### src/rtl/mapf_pkg.sv
package mapf_pkg;

  // Geometry
  localparam int AXES       = 6;
  localparam int AXIS_W     = $clog2(AXES);
  localparam int COUNT_BITS = 32;

  // Field widths
  localparam int SPEED_W  = 16;
  localparam int MASK_W   = 6;
  localparam int MS_W     = 16;
  localparam int DUTY_W   = 8;
  localparam int CFG_IDX_W  = 1;
  localparam int CFG_DATA_W = 16;

  // Reset values of the configuration registers
  localparam logic [SPEED_W-1:0] SPEED_RST  = 16'd750;
  localparam logic [MASK_W-1:0]  INVERT_RST = 6'd20;

  // Register indexes
  localparam logic [CFG_IDX_W-1:0] REG_SPEED  = 1'd0;
  localparam logic [CFG_IDX_W-1:0] REG_INVERT = 1'd1;

  // Input opcodes
  localparam logic OP_EDGE = 1'b0;
  localparam logic OP_TICK = 1'b1;

  // Duty saturation
  localparam logic [DUTY_W-1:0] DUTY_MAX = 8'd255;

endpackage

### src/rtl/mapf_step.sv
// Target step: trunc(speed * elapsed_ms / 1000), three-stage pipeline.
// The divide is split as (|p| >> 3) / 125, done by a reciprocal multiply
// that is exact for every dividend below 2^28.
module mapf_step (
  input  logic                                  clk_i,
  input  logic                                  rst_ni,
  input  logic                                  start_i,
  input  logic [mapf_pkg::SPEED_W-1:0]          speed_i,
  input  logic [mapf_pkg::MS_W-1:0]             ms_i,
  output logic                                  done_o,
  output logic [mapf_pkg::COUNT_BITS-1:0]       step_o
);

  localparam int PROD_W = 33;
  localparam int N_W    = 28;
  localparam int SHIFT  = 35;
  localparam int RCP_W  = 29;
  localparam int QP_W   = N_W + RCP_W;
  localparam int Q_W    = QP_W - SHIFT;
  localparam logic [RCP_W-1:0] RECIP = RCP_W'(((64'd1 << SHIFT) + 64'd124) / 64'd125);

  logic signed [PROD_W-1:0] prod_q, prod_d;
  logic [PROD_W-1:0]        mag;
  logic [N_W-1:0]           n_val;
  logic [QP_W-1:0]          qprod_q, qprod_d;
  logic                     neg_q;
  logic [Q_W-1:0]           quot;
  logic [mapf_pkg::COUNT_BITS-1:0] step_d, step_q;
  logic                     v1_q, v2_q, v3_q;

  // Stage 1: signed product, magnitude below 2^31
  assign prod_d = $signed({{(PROD_W-mapf_pkg::SPEED_W){speed_i[mapf_pkg::SPEED_W-1]}}, speed_i})
                * $signed({{(PROD_W-mapf_pkg::MS_W){1'b0}}, ms_i});

  // Stage 2: magnitude over eight, times reciprocal of 125
  assign mag     = prod_q[PROD_W-1] ? PROD_W'(-prod_q) : PROD_W'(prod_q);
  assign n_val   = mag[N_W+2:3];
  assign qprod_d = QP_W'(n_val) * QP_W'(RECIP);

  // Stage 3: quotient, sign restored (truncation toward zero)
  assign quot   = qprod_q[QP_W-1:SHIFT];
  assign step_d = neg_q ? -mapf_pkg::COUNT_BITS'(quot) : mapf_pkg::COUNT_BITS'(quot);

  always_ff @(posedge clk_i or negedge rst_ni) begin
    if (!rst_ni) begin
      v1_q <= 1'b0;
      v2_q <= 1'b0;
      v3_q <= 1'b0;
    end else begin
      v1_q <= start_i;
      v2_q <= v1_q;
      v3_q <= v2_q;
    end
  end

  always_ff @(posedge clk_i) begin
    if (start_i) prod_q <= prod_d;
    if (v1_q) begin
      qprod_q <= qprod_d;
      neg_q   <= prod_q[PROD_W-1];
    end
    if (v2_q) step_q <= step_d;
  end

  assign done_o = v3_q;
  assign step_o = step_q;

endmodule

### config.mk
export PLATFORM = sky130hd
export DESIGN_NAME = mapf_step
export DESIGN_NICKNAME = d
export VERILOG_FILES = /design/src/rtl/mapf_pkg.sv /design/src/rtl/mapf_step.sv
export SDC_FILE = /design/constraint.sdc
export NUM_CORES = 1
export LEC_CHECK = 0
export ABC_CLOCK_PERIOD_IN_PS = 20400
export BUFFER_PORTS_ARGS = -buffer_cell sky130_fd_sc_hd__buf_2
export CORE_UTILIZATION = 55
export CTS_CLUSTER_SIZE = 25
export DETAILED_ROUTE_END_ITERATION = 12
export GPL_TIMING_DRIVEN = 1
export PLACE_DENSITY_LB_ADDON = 0.3
export SLEW_MARGIN = 25
export SYNTH_ARGS = -nofsm -noshare
export SYNTH_HDL_FRONTEND = slang
export SYNTH_SLANG_ARGS = --single-unit
### constraint.sdc
create_clock -name clk_i -period 20.4 [get_ports clk_i]
set_input_delay 2.04 -clock clk_i [delete_from_list [all_inputs] [get_ports clk_i]]
set_output_delay 2.04 -clock clk_i [all_outputs]
set_load 0.02 [all_outputs]
Word-level counts from Yosys, hierarchy flattened
Index checks and enable logic that the tools add are counted.
Word-level totals
  register bits after elaboration: 126
  input port bits: 35
  output and inout port bits: 33
  logic and storage cells: 14
Operators by class
  add/sub/neg operators: 2
  $mul: 2
  muxes and demuxes: 2
Operators with widths (count)
  multiplier 28 x 29 -> 57 bit (second input constant): 1
  multiplier 16 x 17 -> 33 bit: 1
  negation 22 -> 32 bit: 1
  two-way mux 31 bit: 1
  negation 31 bit: 1
  two-way mux 22 bit: 1

Depth between registers and ports, before layout
  depth after elaboration: 3
  depth in mapped cells: 30
  gate-level depth less buffers: 30

Worst setup path before layout
No wires, ideal clock.
  kind: register -> register
  from: reg prod_q[2]
  to: reg qprod_q[55], data pin
  setup time: 255 ps
  arrival time: 8000 ps
  required time: 20145 ps
  slack: 12145 ps
  stages on the path, launching flop included: 29
  buffers on the path: 0
  period minus slack after synthesis: 8255 ps
  cell sequence: edfxtp_1 -> or3_1 -> nor4_1 -> and4bb_2 -> nand4_1 -> or2_2 -> o21ai_0 -> xnor2_1 -> ha_1 -> or2_2 -> xor2_1 -> ha_1 -> inv_1 -> fa_1 -> fa_1 -> inv_1 -> fa_1 -> fa_1 -> fa_1 -> ha_1 -> nand3_1 -> nor2_1 -> a41oi_1 -> a21oi_1 -> o32ai_1 -> o31ai_2 -> a31oi_2 -> o211ai_1 -> and3_1
On the way
  cells in the longest elaborated chain, start to end: 3
Ends and longest elaborated chain
  start: declaration: line mapf_step.sv:22  | logic signed [PROD_W-1:0] prod_q, prod_d;
  start signal: assignment: line mapf_step.sv:57  | if (start_i) prod_q <= prod_d;
  negation 31 bit: line mapf_step.sv:36  | assign mag = prod_q[PROD_W-1] ? PROD_W'(-prod_q) : PROD_W'(prod_q);
  two-way mux 31 bit: line mapf_step.sv:36
  multiplier 28 x 29 -> 57 bit: line mapf_step.sv:38  | assign qprod_d = QP_W'(n_val) * QP_W'(RECIP);
  net qprod_d[55]: line mapf_step.sv:25  | logic [QP_W-1:0] qprod_q, qprod_d;
  end signal: assignment: line mapf_step.sv:59  | qprod_q <= qprod_d;
  end: declaration: line mapf_step.sv:25
The timed path passes the listed nets, and every way through them passes these cells.
A chain may end at the register's enable or synchronous reset.

Final worst setup path
Ends and elaborated chain as after synthesis.

==> flow_summary.json <==
{
  "wl_um": 55500,
  "reg2reg_depth": 26,
  "synthMuxAreaShare_pct": 0.0412,
  "status": "finished, final reports clean",
  "synth-edff-count": 87,
  "seq_area_um2": 2690,
  "period_minus_slack_ns": 9.36,
  "slew_headroom_pct": 27.0,
  "grt_use_met1_pct": 34.6,
  "syn_nets": 3376,
  "multi_input_area_um2": 19000,
  "synthCells": 2472,
  "yosys_warnings": 0,
  "drt_iter0_markers": 715,
  "fin_skew_ns": 0.00557,
  "die_h_um": 212,
  "die_area_um2": 45000,
  "hpwlAfterDp_um": 49400,
  "vias": 16400,
  "synth_cell_types": 62,
  "htree_levels": 3,
  "final_cell_mix": "inv_1, fa_1, ha_1",
  "drc_errors": 0,
  "nets": 3432,
  "fillers": 3814,
  "crit_path_end": "qprod_q[55]",
  "area_growth_pct": 5.62,
  "ios": 68,
  "cp.required_ns": 20.52,
  "hold_class": "register to register",
  "synth_top_area_share_pct": 36.3,
  "dr.pass1.iters": 5,
  "chipWidth_um": 212,
  "ctsHoldBuffers": 0,
  "cp_slowest_cell": "o32ai_1",
  "synthAdderAreaFrac_pct": 58.3,
  "final_common_cell": "inv_1",
  "via_per_inst": 5.25,
  "root_buffer": "clkbuf_16",
  "synthXorXnorAreaFrac_pct": 3.78,
  "endpoint_kind": "register",
  "clk_latency_ns": 0.36,
  "grt_pass1_wl_um": 91200,
  "synth_flop_cell": "edfxtp_1",
  "cts_setup_buffers": 0,
  "clk_pin_slew_worst_paths_ns": 0.07,
  "yosys.area.top_type": "fa_1",
  "synth_compound_area_share_pct": 6.39,
  "synth_area_leaders": "fa_1, ha_1, edfxtp_1, inv_1, nand2_1",
  "crit_type": "register to register",
  "maxCapViolations": 0,
  "portBuffers": 67,
  "synthSimpleGateAreaFrac_pct": 9.47,
  "netlist_area_um2": 24300,
  "cp_max_fo": 8,
  "cts_tree": "yes",
  "reg2reg_to": "qprod_q[55]",
  "grt_pass1_vias": 17600,
  "regToRegSetupSlack_ns": 11.04,
  "start_util_pct": 56.1,
  "synth_top_family_by_area": "adder cells",
  "max_freq_mhz": 107,
  "setup_tns_ns": 0,
  "cts_sinks": 90,
  "grt-busiest-layer": "met2",
  "layout-drive-gt1-share_pct": 4.93,
  "antenna_found_initial": 0,
  "fp-row-count": 76,
  "ant_nets": 0,
  "setup_viol": 0,
  "grt_use_met2_pct": 46.7,
  "cts_buffers": 9,
  "cpPeakStageDelay_ns": 0.69,
  "async_flop_share_pct": 3.33,
  "routedWlPerCell_um": 17.8,
  "grt_usage_pct": 26.3,
  "cp-startpoint": "prod_q[2]",
  "finalHoldViolCount": 0,
  "post_cts_resized": 0,
  "cp.arrival_ns": 9.48,
  "grt_setup_unrepaired": "no",
  "min_from": "qprod_q[35]",
  "startpoint_type": "register",
  "timing.rr.start": "prod_q[2]",
  "core-area_um2": 43400,
  "clockBufferDepth": 2,
  "diodes": 0,
  "period_share_pct": 45.9,
  "tightest_slew_ns": 1.09,
  "synth.yosys.seq_area_share_pct": 11.1,
  "gp_congestion": 0.972,
  "use_met3_pct": 2.51,
  "grt_max_degree": 34,
  "crit_top_cell": "fa_1",
  "ys_seq_elements": 90,
  "avgSynthCellArea_um2": 9.83,
  "gr-total-overflow": 0,
  "drv_slew": 0
}
-- how the worst min path moves through the flow --
stage           endpoint  slack (ns)  depth (start not counted)
4_1_cts        step_o[0]        0.54                          0
3_3_place_gp   step_o[0]        0.51                          0
2_1_floorplan  step_o[0]        0.48                          0
6_report       step_o[0]        0.54                          0
5_1_grt        step_o[0]        0.58                          0
3_5_place_dp   step_o[0]        0.53                          0
-- kinds of logic after synthesis --
logic type / Yosys count
adders and majority gates: 869
buffers and inverters: 707
and+or+nand+nor: 465
AOI/OAI and AO/OA: 235
xor gates and xnor gates: 105
DFF: 90
muxes: 1
-- per-layer routing --
layer | routed length, µm | vias to the layer above
met5 | 0 | -
li1 | - | 7786
met2 | 27600 | 421
met3 | 2690 | 61
met4 | 1290 | 0
met1 | 23900 | 8115
-- flip-flops by register name, indices dropped and copies added (netlist names) --
| signal | cells |
|---|---|
| done_o | 1 |
| neg_q | 1 |
| v1_q | 1 |
| step_o | 32 |
| v2_q | 1 |
| qprod_q | 22 |
| prod_q | 32 |
-- worst max-delay path, delay by kind of cell (launching register included) --
kind / cells / cell delay, ns
buffers and inverters: 2 / 0.11
adder cells (fa/ha/maj): 8 / 4.03
AND/OR/NAND/NOR: 8 / 2.17
AO/OA/AOI/OAI: 7 / 1.99
XOR/XNOR: 1 / 0.41
flip-flops: 1 / 0.42
-- synth_stat cells (4+ instances only) --
cell type / instances
xnor2_1: 79
a31oi_1: 6
and2_1: 103
a21oi_1: 67
nand2_1: 197
a21o_1: 35
inv_1: 668
nor2b_1: 7
nand3b_1: 6
nand4_1: 10
nand2b_1: 26
o41ai_1: 4
fa_1: 441
a221oi_1: 4
o211ai_1: 5
nor4_1: 8
xor2_1: 26
edfxtp_1: 87
clkbuf_1: 38
ha_1: 428
nand3_1: 15
o21a_1: 7
nor3_1: 16
nor2_1: 41
and3_1: 10
o31ai_1: 12
o21ai_0: 48
o21bai_1: 14
or2_2: 14
-- metrics by stage --
step | hold WS, ns | cells | setup WS (ns) | instance area, µm² | util (%)
final | 0.536 | 3118 | 11.04 | 25700 | 59.2
after global routing | 0.583 | 3118 | 10.53 | 25700 | 59.2
after CTS | 0.541 | 3118 | 11.01 | 25700 | 59.2
after detailed placement | 0.525 | 3102 | 11.05 | 25400 | 58.5
after global placement | 0.513 | 3102 | 11.17 | 25400 | 58.5
after floorplan | 0.477 | 2472 | 12.14 | 24300 | -
-- layout make-up --
type / instances / share of cell area [%]
Multi-Input combinational cell: 1675 / 73.9
Sequential cell: 90 / 10.5
Inverter: 668 / 9.77
Tap cell: 585 / 2.85
Timing Repair Buffer: 84 / 1.80
Clock buffer: 9 / 0.877
Clock inverter: 7 / 0.361
Power is left out: the tool's default activity adds up to more than one toggle a clock period on the data nets, which glitch-free logic cannot reach.
